--- config.mk ---
export PLATFORM = sky130hd
export DESIGN_NAME = decimal_digit_segment_driver_unit
export DESIGN_NICKNAME = d
export VERILOG_FILES = /design/src/hdl/dsd_pkg.sv /design/src/hdl/dsd_ctrl.sv /design/src/hdl/dsd_datapath.sv /design/src/hdl/decimal_digit_segment_driver_unit.sv
export SDC_FILE = /design/constraint.sdc
export NUM_CORES = 1
export LEC_CHECK = 0
export ABC_AREA = 1
export BUFFER_PORTS_ARGS = -buffer_cell sky130_fd_sc_hd__clkbuf_2
export CAP_MARGIN = 10
export CORE_ASPECT_RATIO = 0.7
export CORE_UTILIZATION = 54
export DETAILED_ROUTE_END_ITERATION = 10
export PLACE_DENSITY_LB_ADDON = 0.05
export REMOVE_ABC_BUFFERS = 1
export SETUP_SLACK_MARGIN = 0.4
export SLEW_MARGIN = 0
export SYNTH_ARGS = -nofsm -noshare
export SYNTH_HDL_FRONTEND = slang
export SYNTH_SLANG_ARGS = --single-unit
--- constraint.sdc ---
create_clock -name clk -period 6.3 [get_ports clk]
set_input_delay 0.315 -clock clk [delete_from_list [all_inputs] [get_ports clk]]
set_output_delay 0.315 -clock clk [all_outputs]
set_load 0.005 [all_outputs]
--- src/hdl/dsd_pkg.sv ---
// Shared constants, types and functions of the decimal digit segment driver.
`default_nettype none
package dsd_pkg;

  localparam int NUM_DISPLAYS = 4;
  localparam int DISPLAYS_EFF = (NUM_DISPLAYS < 1) ? 1 : NUM_DISPLAYS;

  localparam int VALUE_W = 16;
  localparam int PORT_W  = 12;
  localparam int SEG_W   = 8;
  localparam int SEL_W   = 4;
  localparam int DIGIT_W = 4;
  localparam int POS_W   = 3;

  // Reciprocal of ten: (x * 52429) >> 19 is exact for every 16-bit x.
  localparam logic [15:0] RECIP_TEN = 16'd52429;
  localparam int          RECIP_SHIFT = 19;

  typedef struct packed {
    logic load;
    logic step;
  } dsd_cmd_t;

  typedef struct packed {
    logic final_digit;
  } dsd_status_t;

  function automatic logic [SEG_W-1:0] seg_pattern(input logic [DIGIT_W-1:0] d);
    logic [SEG_W-1:0] s;
    case (d)
      4'd0: s = 8'h3f;
      4'd1: s = 8'h06;
      4'd2: s = 8'h5b;
      4'd3: s = 8'h4f;
      4'd4: s = 8'h66;
      4'd5: s = 8'h6d;
      4'd6: s = 8'h7d;
      4'd7: s = 8'h07;
      4'd8: s = 8'h7f;
      4'd9: s = 8'h6f;
      default: s = 8'h00;
    endcase
    return s;
  endfunction

  // Display select for a digit position, wrapping round the displays. A display
  // index beyond the four select bits of the port word leaves the select empty.
  function automatic logic [SEL_W-1:0] select_bits(input logic [POS_W-1:0] pos);
    logic [POS_W:0] m;
    logic [SEL_W-1:0] sel;
    m = {1'b0, pos};
    for (int i = 0; i < (1 << POS_W); i++) begin
      if (m >= (POS_W+1)'(DISPLAYS_EFF)) begin
        m = m - (POS_W+1)'(DISPLAYS_EFF);
      end
    end
    sel = '0;
    for (int j = 0; j < SEL_W; j++) begin
      if (m == (POS_W+1)'(j)) begin
        sel[j] = 1'b1;
      end
    end
    return sel;
  endfunction

endpackage
`default_nettype wire

--- src/hdl/dsd_ctrl.sv ---
// Controller state machine of the decimal digit segment driver.
`default_nettype none
module dsd_ctrl (
  input  wire logic                clk,
  input  wire logic                rst,
  input  wire logic                start,
  input  wire dsd_pkg::dsd_status_t status,
  output dsd_pkg::dsd_cmd_t        cmd,
  output logic                     busy
);

  typedef enum logic [0:0] {
    ST_IDLE,
    ST_RUN
  } state_t;

  state_t state;

  always_comb begin
    cmd.load = start && !busy;
    cmd.step = (state == ST_RUN);
  end

  always_ff @(posedge clk) begin
    if (rst) begin
      state <= ST_IDLE;
      busy  <= 1'b0;
    end else begin
      case (state)
        ST_IDLE: begin
          if (start) begin
            state <= ST_RUN;
            busy  <= 1'b1;
          end
        end
        ST_RUN: begin
          if (status.final_digit) begin
            state <= ST_IDLE;
            busy  <= 1'b0;
          end
        end
        default: begin
          state <= ST_IDLE;
          busy  <= 1'b0;
        end
      endcase
    end
  end

endmodule
`default_nettype wire

--- src/hdl/dsd_datapath.sv ---
// Datapath of the decimal digit segment driver: quotient, position and result registers.
`default_nettype none
module dsd_datapath (
  input  wire logic                                clk,
  input  wire logic                                rst,
  input  wire dsd_pkg::dsd_cmd_t                   cmd,
  input  wire logic [dsd_pkg::VALUE_W-1:0]         value,
  output dsd_pkg::dsd_status_t                     status,
  output logic                                     strobe,
  output logic [dsd_pkg::PORT_W-1:0]               port_word,
  output logic [dsd_pkg::DIGIT_W-1:0]              digit,
  output logic [dsd_pkg::POS_W-1:0]                digit_position,
  output logic                                     last
);

  logic [dsd_pkg::VALUE_W-1:0]   quotient;
  logic [dsd_pkg::POS_W-1:0]     position;
  logic [2*dsd_pkg::VALUE_W-1:0] product;
  logic [dsd_pkg::VALUE_W-1:0]   quotient_next;
  logic [dsd_pkg::VALUE_W-1:0]   times_ten;
  logic [dsd_pkg::VALUE_W-1:0]   remainder;
  logic [dsd_pkg::DIGIT_W-1:0]   cur_digit;

  always_comb begin
    product       = quotient * dsd_pkg::RECIP_TEN;
    quotient_next = dsd_pkg::VALUE_W'(product >> dsd_pkg::RECIP_SHIFT);
    times_ten     = (quotient_next << 3) + (quotient_next << 1);
    remainder     = quotient - times_ten;
    cur_digit     = remainder[dsd_pkg::DIGIT_W-1:0];
    status.final_digit = (quotient_next == '0);
  end

  always_ff @(posedge clk) begin
    if (rst) begin
      strobe <= 1'b0;
    end else begin
      strobe <= cmd.step;
    end
  end

  always_ff @(posedge clk) begin
    if (cmd.load) begin
      quotient <= value;
      position <= '0;
    end else if (cmd.step) begin
      quotient <= quotient_next;
      position <= position + 1'b1;
    end
    if (cmd.step) begin
      port_word      <= {dsd_pkg::select_bits(position), dsd_pkg::seg_pattern(cur_digit)};
      digit          <= cur_digit;
      digit_position <= position;
      last           <= status.final_digit;
    end
  end

endmodule
`default_nettype wire

--- src/hdl/decimal_digit_segment_driver_unit.sv ---
// Top level of the decimal digit segment driver: controller plus datapath.
// Timing: start taken in idle enters the run state, from which the first digit is registered
// onto the outputs, then one per cycle. Throughput: a value of n decimal digits (1 to 5) keeps
// busy high until its last digit is shown; a new start is taken only while busy is low, and the
// shared divide-by-ten step handles one digit per cycle. Results cannot be stalled by the receiver.
// Reset: synchronous rst returns the controller to idle and clears busy and strobe.
`default_nettype none
module decimal_digit_segment_driver_unit (
  input  wire logic                        clk,
  input  wire logic                        rst,
  input  wire logic                        start,
  input  wire logic [dsd_pkg::VALUE_W-1:0] value,
  output logic                             busy,
  output logic                             strobe,
  output logic [dsd_pkg::PORT_W-1:0]       port_word,
  output logic [dsd_pkg::DIGIT_W-1:0]      digit,
  output logic [dsd_pkg::POS_W-1:0]        digit_position,
  output logic                             last
);

  dsd_pkg::dsd_cmd_t    cmd;
  dsd_pkg::dsd_status_t status;

  dsd_ctrl u_ctrl (
    .clk    (clk),
    .rst    (rst),
    .start  (start),
    .status (status),
    .cmd    (cmd),
    .busy   (busy)
  );

  dsd_datapath u_datapath (
    .clk            (clk),
    .rst            (rst),
    .cmd            (cmd),
    .value          (value),
    .status         (status),
    .strobe         (strobe),
    .port_word      (port_word),
    .digit          (digit),
    .digit_position (digit_position),
    .last           (last)
  );

`ifndef SYNTH
  // A transaction taken makes the block busy on the next cycle.
  a_start_busy: assert property (@(posedge clk) disable iff (rst)
    start && !busy |=> busy) else $error("busy not raised after start");

  // Digits of one value follow each other without a gap.
  a_digit_run: assert property (@(posedge clk) disable iff (rst)
    strobe && !last |=> strobe) else $error("gap inside a digit run");

  // The block goes idle exactly as the most significant digit is shown.
  a_end_run: assert property (@(posedge clk) disable iff (rst)
    $fell(busy) |-> strobe && last) else $error("run ended without last digit");

  // Every digit produced is decimal.
  a_decimal: assert property (@(posedge clk) disable iff (rst)
    strobe |-> digit <= 4'd9) else $error("digit out of range");
`endif

endmodule
`default_nettype wire
==> results of run 1 <==
-- layout make-up --
cell class / count / area [um2] / share of cell area
antenna: 1 / 2.502 / 0.0002858
clock buffer: 5 / 125.1 / 0.01429
clock inverter: 3 / 41.29 / 0.004715
inverter: 270 / 1017 / 0.1162
multi-input combinational: 615 / 5579 / 0.6371
sequential: 41 / 1171 / 0.1337
tap: 185 / 231.5 / 0.02643
timing repair buffer: 90 / 589.3 / 0.06730
-- layout by cell type, fill, tap and decap left out, types with 6 or more instances in the layout --
cell                       count
sky130_fd_sc_hd__ha_4         24
sky130_fd_sc_hd__nor3_1        7
sky130_fd_sc_hd__dfxtp_1       6
sky130_fd_sc_hd__edfxtp_1     35
sky130_fd_sc_hd__fa_1         76
sky130_fd_sc_hd__a21oi_1      23
sky130_fd_sc_hd__clkbuf_2     39
sky130_fd_sc_hd__inv_1       249
sky130_fd_sc_hd__inv_2        20
sky130_fd_sc_hd__nand3_1      28
sky130_fd_sc_hd__nand2_1     197
sky130_fd_sc_hd__ha_1        118
sky130_fd_sc_hd__nand2_2      18
sky130_fd_sc_hd__nand4_1       8
sky130_fd_sc_hd__o21ai_0      16
sky130_fd_sc_hd__nor2_1       48
sky130_fd_sc_hd__buf_4        48
-- worst max-delay path by stage --
| stage | end | cells after the start | slack, ns | from |
|---|---|---|---|---|
| 6_report | u_datapath.port_word[3] | 25 | 0.54 | u_datapath.quotient[4] |
| 5_1_grt | u_datapath.port_word[2] | 27 | 0.34 | u_datapath.quotient[1] |
| 4_1_cts | u_datapath.port_word[0] | 26 | 0.40 | u_datapath.quotient[10] |
| 3_5_place_dp | u_datapath.port_word[0] | 26 | 0.11 | u_datapath.quotient[5] |
| 3_3_place_gp | u_datapath.port_word[0] | 26 | 0.14 | u_datapath.quotient[5] |
| 2_1_floorplan | u_datapath.port_word[0] | 26 | 0.47 | u_datapath.quotient[6] |
-- cell families after synthesis --
kind of cell | synth area share
DFF | 0.1598
adders and majority gates | 0.4615
other | 0.0005115
and+or+nand+nor | 0.1847
xor gates and xnor gates | 0.01638
AOI/OAI and AO/OA | 0.03687
buffers and inverters | 0.1403
-- worst reg2reg max path, cell delays in order (launching register included) --
cell                       delay (ns)
sky130_fd_sc_hd__edfxtp_1        0.52
sky130_fd_sc_hd__ha_4            0.34
sky130_fd_sc_hd__inv_2           0.04
sky130_fd_sc_hd__fa_1            0.54
sky130_fd_sc_hd__inv_1           0.05
sky130_fd_sc_hd__fa_1            0.48
sky130_fd_sc_hd__fa_1            0.55
sky130_fd_sc_hd__fa_1            0.43
sky130_fd_sc_hd__fa_1            0.51
sky130_fd_sc_hd__ha_4            0.32
sky130_fd_sc_hd__nand2_4         0.06
sky130_fd_sc_hd__inv_2           0.07
sky130_fd_sc_hd__nand2_2         0.07
sky130_fd_sc_hd__nor2_1          0.09
sky130_fd_sc_hd__nand2_1         0.07
sky130_fd_sc_hd__nand2_1         0.07
sky130_fd_sc_hd__nand2_1         0.07
sky130_fd_sc_hd__nand2_2         0.14
sky130_fd_sc_hd__inv_2           0.06
sky130_fd_sc_hd__ha_4            0.18
sky130_fd_sc_hd__xor2_4          0.19
sky130_fd_sc_hd__xor2_2          0.18
sky130_fd_sc_hd__xor2_2          0.17
sky130_fd_sc_hd__buf_4           0.15
sky130_fd_sc_hd__o21ai_1         0.10
sky130_fd_sc_hd__nand2_2         0.07
-- layer usage --
layer,vias up,track usage
met2,174,0.4368
met4,0,0.05518
met3,23,0.06500
met5,-,0
met1,2746,0.4524
li1,3001,-
-- through the flow --
| step | cells | instance area, um2 |
|---|---|---|
| after global routing | 1209 | 8755 |
| final | 1210 | 8757 |
| after CTS | 1190 | 8295 |
| after floorplan | 926 | 7316 |
| after detailed placement | 1164 | 7848 |
| after global placement | 1164 | 7848 |
-- sequential cells by signal, summed over array words and instances (netlist names) --
name,cells
u_datapath.digit_position,3
u_datapath.port_word,11
u_datapath.position,3
u_ctrl.state,1
u_datapath.quotient,16
u_ctrl.busy,1
u_datapath.strobe,1
u_datapath.digit,4
u_datapath.last,1
-- repair_timing --
item	CTS	global route
setup buffers	18	19
endpoints found under the setup margin	9	14
gates resized for setup	22	74
pin swaps	16	54
==> summary.md, run 1 <==
| Metric | Value |
|---|---|
| Result of the run | complete, no violations |
| Slowest stage delay, CP | 0.55 ns |
| List of most frequent post-synthesis cells | sky130_fd_sc_hd__inv_1 (267), sky130_fd_sc_hd__nand2_1 (216), sky130_fd_sc_hd__ha_1 (144) |
| Count of flip-flops with a built-in enable after synthesis | 35 |
| Count of different cell masters after synthesis | 32 |
| Min-delay worst type | input pin to flop |
| Routed length on met2 | 8158 um |
| Clock transition at the register clock pins on the worst setup and hold paths after CTS | 0.07 ns |
| Crit Reg-Reg Endpoint | u_datapath.port_word[3] |
| Clock Sink Count | 41 |
| Maximum clock insertion buffer count | 2 |
| Dominant delay contributor by cell family on the critical path | adder cells |
| Site Rows | 35 |
| Nature of the critical path endpoint | flop |
| Vias in the first global route | 5941 |
| Top flip-flop cell by instance count after synthesis | sky130_fd_sc_hd__edfxtp_1 |
| Core area | 13180 um2 |
| Final Worst Setup Slack | 0.5445 ns |
| Fillcell total | 1113 |
| Starting Density | 0.5561 |
| Final critical delay including setup and external delays | roughly 5.8 ns |
| Highest attainable clock frequency | 173.7 MHz |
| Critical Setup Path Class | flop to flop |
| Total negative slack for setup checks | 0 ns |
| Via/cell ratio | roughly 4.9 |
| Final hold violation count | 0 |
| Largest net degree at the start of global routing | 24 |
| Wire length the detailed router placed on met1 | 10060 um |
| Critical Path Source Type | flop |
| Synth area leaders | sky130_fd_sc_hd__ha_1 (25%), sky130_fd_sc_hd__fa_1 (22%), sky130_fd_sc_hd__edfxtp_1 (14%) |
| Unrepaired setup endpoints after global routing | no |
| Via count | 5944 |
| Final routed wirelength across all metal layers | 19860 um |
| Synthesis-stage register bit count | slightly above 40 |
| CP max FO | 3 |
| Antenna-violating nets left | 0 |
| Clock buffers created by TritonCTS | 5 |
| Number of H-tree levels | 2 |
| CTS hold repair buffers | 0 |
| Hold endpoint | u_datapath.strobe |
| Number of setup violations in the final report | 0 |
| Yosys warnings | 0 |
| Leading cell type by number of instances after synthesis | sky130_fd_sc_hd__inv_1 |
| Worst setup timing slack at the placement stage | 0.1119 ns |
| Worst Max-Slew Pin Slew | 1.026 ns |
| Cell area after technology mapping | between 7000 and 8000 um2 |
| Area overhead of the layout relative to synthesis | 19.46% |
| Cell at the slowest stage of the critical path | sky130_fd_sc_hd__fa_1 |
| Number of port buffers | 39 |
| Min-Delay Startpoint | rst |
| FF-to-FF path depth | 25 |
| Number of antenna violations at the first check in global routing | 1 |
| Clock Skew | 0.006721 ns |
| Floorplan die area | 14050 um2 |
| Top Ports | 41 |
| Detailed-route wire length per cell | 16.41 um |
| Final core area utilization | 0.6644 |
| Die Y | roughly 99 um |
| Required arrival time at the worst endpoint | 6.35 ns |
| Most numerous cell on the critical path | sky130_fd_sc_hd__fa_1 |
| Arrival time of the worst setup path | ~5.8 ns |
| Routed length on met3 | 1423 um |
| Reg2Reg Launch Point | u_datapath.quotient[4] |
| Reg2reg setup slack | 0.54 ns |
| Sequential area share after synthesis | 0.1598 |
| Ys async rst share | 0 |
| Number of iterations in the first detailed-routing pass | 5 |
| Final-layout worst hold slack | 0.2025 ns |
| Max-Slew Margin vs Limit | 0.3153 |
| Topmost layer with routed signal wires | met4 |
| Clock root buffer | sky130_fd_sc_hd__clkbuf_16 |
| Residual DRC | 0 |
| Fraction of final layout cells with drive strength greater than 1 | 0.1836 |
| Global-route wire length before repair | 31260 um |
| GRT Resource Usage Total | 0.2988 |
| Syn_area_per_cell | 7.891 um2 |
| Fraction of post-synthesis cell area in the top cell type by area | 0.2458 |
| TritonCTS clock tree | built |
| Number of buffer and inverter stages on the critical path | 5 |
| Max Slew Vio Count | 0 |
| Portion of the clock cycle consumed by the worst path in the final layout | 0.9136 |
| Global placer's final weighted congestion | 0.9463 |
| Horizontal die dimension | 141.3 um |
| Iteration-0 DRC count of the detailed router | around 490 |
| Hold Path Stages | 2 |
| Reported max-cap violation count | 0 |
| Post-synth top area cell | sky130_fd_sc_hd__ha_1 |
| Number of nets in the final layout | between 1k and 1.5k |
| Estimated wirelength of the detail-placed design | 16480 um |
| Number of instances in the synthesized netlist | 929 |
| Leftover overflow at the end of global routing | 0 |
| Later-pin clock latency in the skew report | 0.29 ns |
Power of run 1 is not shown: default switching activity piles up to over one toggle a cycle in this logic, so the estimate is an artifact.
==> run 2, diff against run 1 <==
Settings changed: MAX_ROUTING_LAYER set to met4.
==> run 2 against run 1 <==
Effect of this change:
- clock skew up 0.0030 ns
- flip-flop and latch count unchanged
- die area unchanged
- register-to-register slack about the same
- sequential share of layout area up 0.14 points
- non-clock buffer count down 4
- global-route usage up 1.2 points
- first-iteration DRC count down 8.7%
- cell area down 1.0%
- critical path depth up 3
- largest cell class unchanged
==> summary.md, run 2 (same netlist as run 1, synthesis figures left out) <==
| Metric | Value |
|---|---|
| Largest net degree at the start of global routing | 24 (unchanged) |
| Largest registers ranked by flip-flop count | u_datapath.quotient: 16 flops, u_datapath.port_word: 11 flops, u_datapath.digit: 4 flops (unchanged) |
| Starting Density | 0.5561 (unchanged) |
| Slowest stage delay, CP | 0.54 ns (was 0.55 ns) |
| Final routed wirelength across all metal layers | 20170 um (was 19860 um) |
| Global placer's final weighted congestion | 0.9209 (was 0.9463) |
| Estimated wirelength of the detail-placed design | 17130 um (was 16480 um) |
| Top Ports | 41 (unchanged) |
| Biggest register | u_datapath.quotient (unchanged) |
| Ant. Diodes | 0 (was 1) |
| Leftover overflow at the end of global routing | 0 (unchanged) |
| CP max FO | 4 (was 3) |
| Global-route wire length before repair | 31410 um (was 31260 um) |
| Max Slew Vio Count | 0 (unchanged) |
| Worst Max-Slew Pin Slew | 1.018 ns (was 1.026 ns) |
| Detailed-route wire length per cell | 16.74 um (was 16.41 um) |
| Floorplan die area | 14050 um2 (unchanged) |
| Critical Path Source Type | flop (unchanged) |
| Number of antenna violations at the first check in global routing | 0 (was 1) |
| Number of setup violations in the final report | 0 (unchanged) |
| Min-delay worst type | input pin to flop (unchanged) |
| Site Rows | 35 (unchanged) |
| Most numerous cell on the critical path | sky130_fd_sc_hd__nand2_1 (was sky130_fd_sc_hd__fa_1) |
| Horizontal die dimension | 141.3 um (unchanged) |
| Later-pin clock latency in the skew report | 0.30 ns (was 0.29 ns) |
| Highest attainable clock frequency | 173.9 MHz (was 173.7 MHz) |
| Antenna-violating nets left | 0 (unchanged) |
| Maximum clock insertion buffer count | 2 (unchanged) |
| Reported max-cap violation count | 0 (unchanged) |
| Critical Setup Path Class | flop to flop (unchanged) |
| TritonCTS clock tree | built (unchanged) |
| GRT Resource Usage Total | 0.3108 (was 0.2988) |
| Portion of the clock cycle consumed by the worst path in the final layout | 0.9128 (was 0.9136) |
| Final hold violation count | 0 (unchanged) |
| Required arrival time at the worst endpoint | 6.36 ns (was 6.35 ns) |
| Clock Sink Count | 41 (unchanged) |
| Residual DRC | 0 (unchanged) |
| Clock root buffer | sky130_fd_sc_hd__clkbuf_16 (unchanged) |
| Die Y | 99.48 um (unchanged) |
| Total negative slack for setup checks | 0 ns (unchanged) |
| Final core area utilization | 0.6576 (was 0.6644) |
| Number of flip-flops under the largest register name | 16 (unchanged) |
| Commonest non-fill, non-tap cells in the layout | sky130_fd_sc_hd__inv_1 (252), sky130_fd_sc_hd__nand2_1 (198), sky130_fd_sc_hd__ha_1 (121) (was sky130_fd_sc_hd__inv_1 (249), sky130_fd_sc_hd__nand2_1 (197), sky130_fd_sc_hd__ha_1 (118)) |
| Final critical delay including setup and external delays | 5.751 ns (was 5.756 ns) |
| Fraction of final layout cells with drive strength greater than 1 | 0.1725 (was 0.1836) |
| Number of nets in the final layout | 1261 (was 1265) |
| Via/cell ratio | 5.008 (was 4.912) |
| Cell at the slowest stage of the critical path | sky130_fd_sc_hd__fa_1 (unchanged) |
| Via count | 6035 (was 5944) |
| Vias in the first global route | 5677 (was 5941) |
| Arrival time of the worst setup path | 5.81 ns (about the same) |
| Clock transition at the register clock pins on the worst setup and hold paths after CTS | 0.07 ns (about the same) |
| Dominant delay contributor by cell family on the critical path | adder cells (unchanged) |
| Iteration-0 DRC count of the detailed router | 451 (was 494) |
| Number of H-tree levels | 2 (unchanged) |
| Area overhead of the layout relative to synthesis | 18.25% (was 19.46%) |
| Clock Skew | 0.009740 ns (was 0.006721 ns) |
| Core area | 13180 um2 (unchanged) |
| CTS hold repair buffers | 0 (unchanged) |
| Most common cell after layout, fill and taps aside | sky130_fd_sc_hd__inv_1 (unchanged) |
| Clock buffers created by TritonCTS | 5 (unchanged) |
| Result of the run | complete, no violations (unchanged) |
| Unrepaired setup endpoints after global routing | yes (was no) |
| Max-Slew Margin vs Limit | 0.3202 (was 0.3153) |
| Number of port buffers | 39 (unchanged) |
| Number of iterations in the first detailed-routing pass | 6 (was 5) |
| Number of buffer and inverter stages on the critical path | 8 (was 5) |
| Nature of the critical path endpoint | flop (unchanged) |
[run 2: cell count changes in the layout (fill, tap and decap cells not counted), moves of 2 or more]
cell                      previous run  this run
sky130_fd_sc_hd__buf_4              48        45
sky130_fd_sc_hd__ha_1              118       121
sky130_fd_sc_hd__ha_4               24        20
sky130_fd_sc_hd__inv_1             249       252
sky130_fd_sc_hd__inv_2              20        17
sky130_fd_sc_hd__nand2_2            18        16
sky130_fd_sc_hd__nand3_2             4         2
[run 2: worst paths after layout]
| kind | endpoint | slack, ns | cells after the start | from |
|---|---|---|---|---|
| worst min register to register | u_datapath.digit_position[2] | 0.48 | 0 | u_datapath.position[2] |
| worst max-delay path | u_datapath.port_word[3] | 0.55 | 28 | u_datapath.quotient[11] |
| worst min-delay path | u_datapath.strobe | 0.21 | 2 | rst |
| worst max register to register | u_datapath.port_word[3] | 0.55 | 28 | u_datapath.quotient[11] |
[run 2: metal layers]
metal  up-vias  GRT usage  share of wire
met5         -          -              0
met4         0    0.04013          0.010
met3        16    0.06211          0.077
met2       205     0.4257           0.41
met1      2822     0.4766           0.51
li1       2992          -              -
[run 2: layout make-up]
class	instances	area (um2)
Multi-Input combinational cell	615	5534
Fill cell	1110	4513
Sequential cell	41	1171
Inverter	270	1017
Timing Repair Buffer	86	555.5
Tap cell	185	231.5
Clock buffer	7	153.9
Clock inverter	1	5.005
[run 2: repair_timing]
| item | CTS | global route |
|---|---|---|
| resized for setup | 15 | 74 |
| setup buffers | 12 | 17 |
| pin swaps | 10 | 45 |
| setup endpoints to repair | 9 | 14 |
[run 2: per-stage QoR]
step | instances | hold WS, ns | cell area (um2) | setup slack [ns]
6_report | 1205 | 0.2058 | 8668 | 0.5495
3_5_place_dp | 1168 | 0.4464 | 7878 | 0.03206
4_1_cts | 1188 | 0.2056 | 8220 | 0.3919
3_3_place_gp | 1168 | 0.4515 | 7878 | 0.07586
2_1_floorplan | 926 | 0.3874 | 7316 | 0.4678
5_1_grt | 1205 | 0.2194 | 8668 | 0.2901
Power of run 2 is left out for the same reason.
==> run 3, diff against run 2 <==
Settings changed: CTS_BUF_LIST set to sky130_fd_sc_hd__clkbuf_4 sky130_fd_sc_hd__clkbuf_8.
==> run 3 against run 2 <==
Effect of this change:
- via count down 0.40%
- maximum frequency up 0.55%
- global-route usage about the same
- count of clock-buffer cells in the layout down 1
- worst hold slack worse by 0.026 ns
- critical path type unchanged
- die area unchanged
- final cell count about the same
- register-to-register slack better by 0.03 ns
- highest routed layer unchanged
- setup slack better by 0.031 ns
- sequential share of layout area up 0.088 points
- clock skew up 0.0094 ns
- first-iteration DRC count down 3.3%
==> summary.md, run 3 (same netlist as run 1, synthesis figures left out) <==
| Metric | Value |
|---|---|
| Number of setup violations in the final report | 0 (unchanged) |
| Most common cell after layout, fill and taps aside | sky130_fd_sc_hd__inv_1 (unchanged) |
| Max-Slew Margin vs Limit | 0.3310 (was 0.3202) |
| Total area of multi-input combinational cells | 5533 um2 (was 5534 um2) |
| Reported max-cap violation count | 0 (unchanged) |
| Final routed wirelength across all metal layers | 20080 um (was 20170 um) |
| Critical Setup Path Class | flop to flop (unchanged) |
| Die Y | 99.48 um (unchanged) |
| Fraction of final layout cells with drive strength greater than 1 | 0.1766 (was 0.1725) |
| Final hold violation count | 0 (unchanged) |
| Via count | 6011 (was 6035) |
| Antenna-violating nets left | 0 (unchanged) |
| Number of flip-flops under the largest register name | 16 (unchanged) |
| Min-delay worst type | input pin to flop (unchanged) |
| Fillcell total | 1121 (was 1110) |
| Iteration-0 DRC count of the detailed router | 436 (was 451) |
| Detailed-route wire length per cell | 16.68 um (was 16.74 um) |
| Max Slew Vio Count | 0 (unchanged) |
| Estimated wirelength of the detail-placed design | 17130 um (unchanged) |
| Largest registers ranked by flip-flop count | u_datapath.quotient: 16 flops, u_datapath.port_word: 11 flops, u_datapath.digit: 4 flops (unchanged) |
| Nature of the critical path endpoint | flop (unchanged) |
| Area overhead of the layout relative to synthesis | 17.48% (was 18.25%) |
| Number of nets in the final layout | 1260 (was 1261) |
| Clock buffers created by TritonCTS | 5 (unchanged) |
| Number of H-tree levels | 2 (unchanged) |
| Crit Reg-Reg Endpoint | u_datapath.port_word[3] (unchanged) |
| Reg2reg setup slack | 0.58 ns (was 0.55 ns) |
| CTS hold repair buffers | 0 (unchanged) |
| Number of antenna violations at the first check in global routing | 0 (unchanged) |
| Required arrival time at the worst endpoint | 6.39 ns (was 6.36 ns) |
| Starting Density | 0.5561 (unchanged) |
| Clock root buffer | sky130_fd_sc_hd__clkbuf_8 (was sky130_fd_sc_hd__clkbuf_16) |
| Via/cell ratio | 4.993 (was 5.008) |
| Most numerous cell on the critical path | sky130_fd_sc_hd__nand2_1 (unchanged) |
| Clock Sink Count | 41 (unchanged) |
| Number of iterations in the first detailed-routing pass | 6 (unchanged) |
| Total negative slack for setup checks | 0 ns (unchanged) |
| Global-route wire length before repair | 31350 um (was 31410 um) |
| Biggest register | u_datapath.quotient (unchanged) |
| Vias in the first global route | 5654 (was 5677) |
| Maximum clock insertion buffer count | 2 (unchanged) |
| Clock Skew | 0.01914 ns (was 0.009740 ns) |
| Result of the run | complete, no violations (unchanged) |
| Core area | 13180 um2 (unchanged) |
| Slowest stage delay, CP | 0.54 ns (about the same) |
| Top Ports | 41 (unchanged) |
| Ant. Diodes | 0 (unchanged) |
| Clock transition at the register clock pins on the worst setup and hold paths after CTS | 0.10 ns (was 0.07 ns) |
| Cell at the slowest stage of the critical path | sky130_fd_sc_hd__fa_1 (unchanged) |
| CP max FO | 4 (unchanged) |
| Portion of the clock cycle consumed by the worst path in the final layout | 0.9078 (was 0.9128) |
| Critical Path Source Type | flop (unchanged) |
| Commonest non-fill, non-tap cells in the layout | sky130_fd_sc_hd__inv_1 (253), sky130_fd_sc_hd__nand2_1 (197), sky130_fd_sc_hd__ha_1 (121) (was sky130_fd_sc_hd__inv_1 (252), sky130_fd_sc_hd__nand2_1 (198), sky130_fd_sc_hd__ha_1 (121)) |
| Highest attainable clock frequency | 174.8 MHz (was 173.9 MHz) |
| Site Rows | 35 (unchanged) |
| Residual DRC | 0 (unchanged) |
| FF+latch area | 1171 um2 (unchanged) |
| Horizontal die dimension | 141.3 um (unchanged) |
| FF-to-FF path depth | 28 (unchanged) |
| Final critical delay including setup and external delays | 5.719 ns (was 5.751 ns) |
| Global placer's final weighted congestion | 0.9209 (unchanged) |
| TritonCTS clock tree | built (unchanged) |
| Worst setup path startpoint | u_datapath.quotient[11] (unchanged) |
| Largest net degree at the start of global routing | 24 (unchanged) |
| Reg2Reg Launch Point | u_datapath.quotient[11] (unchanged) |
| Floorplan die area | 14050 um2 (unchanged) |
| Worst Max-Slew Pin Slew | 1.002 ns (was 1.018 ns) |
| Unrepaired setup endpoints after global routing | no (was yes) |
| Number of port buffers | 39 (unchanged) |
| GRT Resource Usage Total | 0.3107 (was 0.3108) |
| Leftover overflow at the end of global routing | 0 (unchanged) |
| Worst setup path end | u_datapath.port_word[3] (unchanged) |
| Arrival time of the worst setup path | 5.81 ns (about the same) |
| Later-pin clock latency in the skew report | 0.33 ns (was 0.30 ns) |
[run 3: cell types whose count changed in the layout (fill, tap and decap cells not counted), moves of 2 or more]
| cell | delta |
|---|---|
| sky130_fd_sc_hd__nor2_2 | +5 |
| sky130_fd_sc_hd__clkbuf_16 | -6 |
| sky130_fd_sc_hd__nor2_4 | -2 |
| sky130_fd_sc_hd__nand2_2 | +2 |
| sky130_fd_sc_hd__xor2_2 | +2 |
| sky130_fd_sc_hd__clkbuf_8 | +5 |
| sky130_fd_sc_hd__nor2_1 | -3 |
[run 3: what timing repair did]
| item | 4_1_cts | 5_1_grt |
|---|---|---|
| setup endpoints to repair | 9 | 14 |
| gates resized for setup | 17 | 72 |
| pin swaps | 12 | 39 |
| setup buffers | 13 | 15 |
[run 3: worst max-delay path: cells and delay by family, from the launching register on]
family | cells | cell delay [ns]
buffers and inverters | 8 | 0.73
AO/OA/AOI/OAI | 1 | 0.12
flip-flops | 1 | 0.39
adder cells (fa/ha/maj) | 9 | 3.47
AND/OR/NAND/NOR | 10 | 0.78
[run 3: cell type report]
type / instances / area share
multi-input combinational: 615 / 0.6425
sequential: 41 / 0.1360
inverter: 270 / 0.1181
timing repair buffer: 85 / 0.06364
tap: 185 / 0.02688
clock buffer: 6 / 0.008862
clock inverter: 2 / 0.004068
[run 3: worst min path at each step]
| stage | startpoint | cells past startpoint | endpoint | slack [ns] |
|---|---|---|---|---|
| finish | rst | 2 | u_datapath.strobe | 0.18 |
| detailed placement | u_datapath.position[2] | 0 | u_datapath.digit_position[2] | 0.45 |
| floorplan | rst | 1 | u_datapath.strobe | 0.39 |
| global placement | u_datapath.position[2] | 0 | u_datapath.digit_position[2] | 0.45 |
| CTS | rst | 2 | u_datapath.strobe | 0.18 |
| global route | rst | 2 | u_datapath.strobe | 0.19 |
[run 3: stage by stage]
stage	setup WS, ns	hold slack, ns	std cells	utilization	cell area, um2
6_report	0.5806	0.1798	1204	0.6533	8612
5_1_grt	0.3071	0.1920	1204	0.6533	8612
4_1_cts	0.4017	0.1807	1189	0.6218	8197
3_5_place_dp	0.03206	0.4464	1168	0.5976	7878
3_3_place_gp	0.07586	0.4515	1168	0.5976	7878
2_1_floorplan	0.4678	0.3874	926	-	7316
[run 3: metal layers]
metal	GRT usage	up-vias	share of wire
met3	0.05537	16	0.078
met2	0.4250	211	0.40
met5	-	-	0
met1	0.4800	2795	0.51
li1	-	2989	-
met4	0.04348	0	0.0082
Power of run 3 is left out for the same reason.
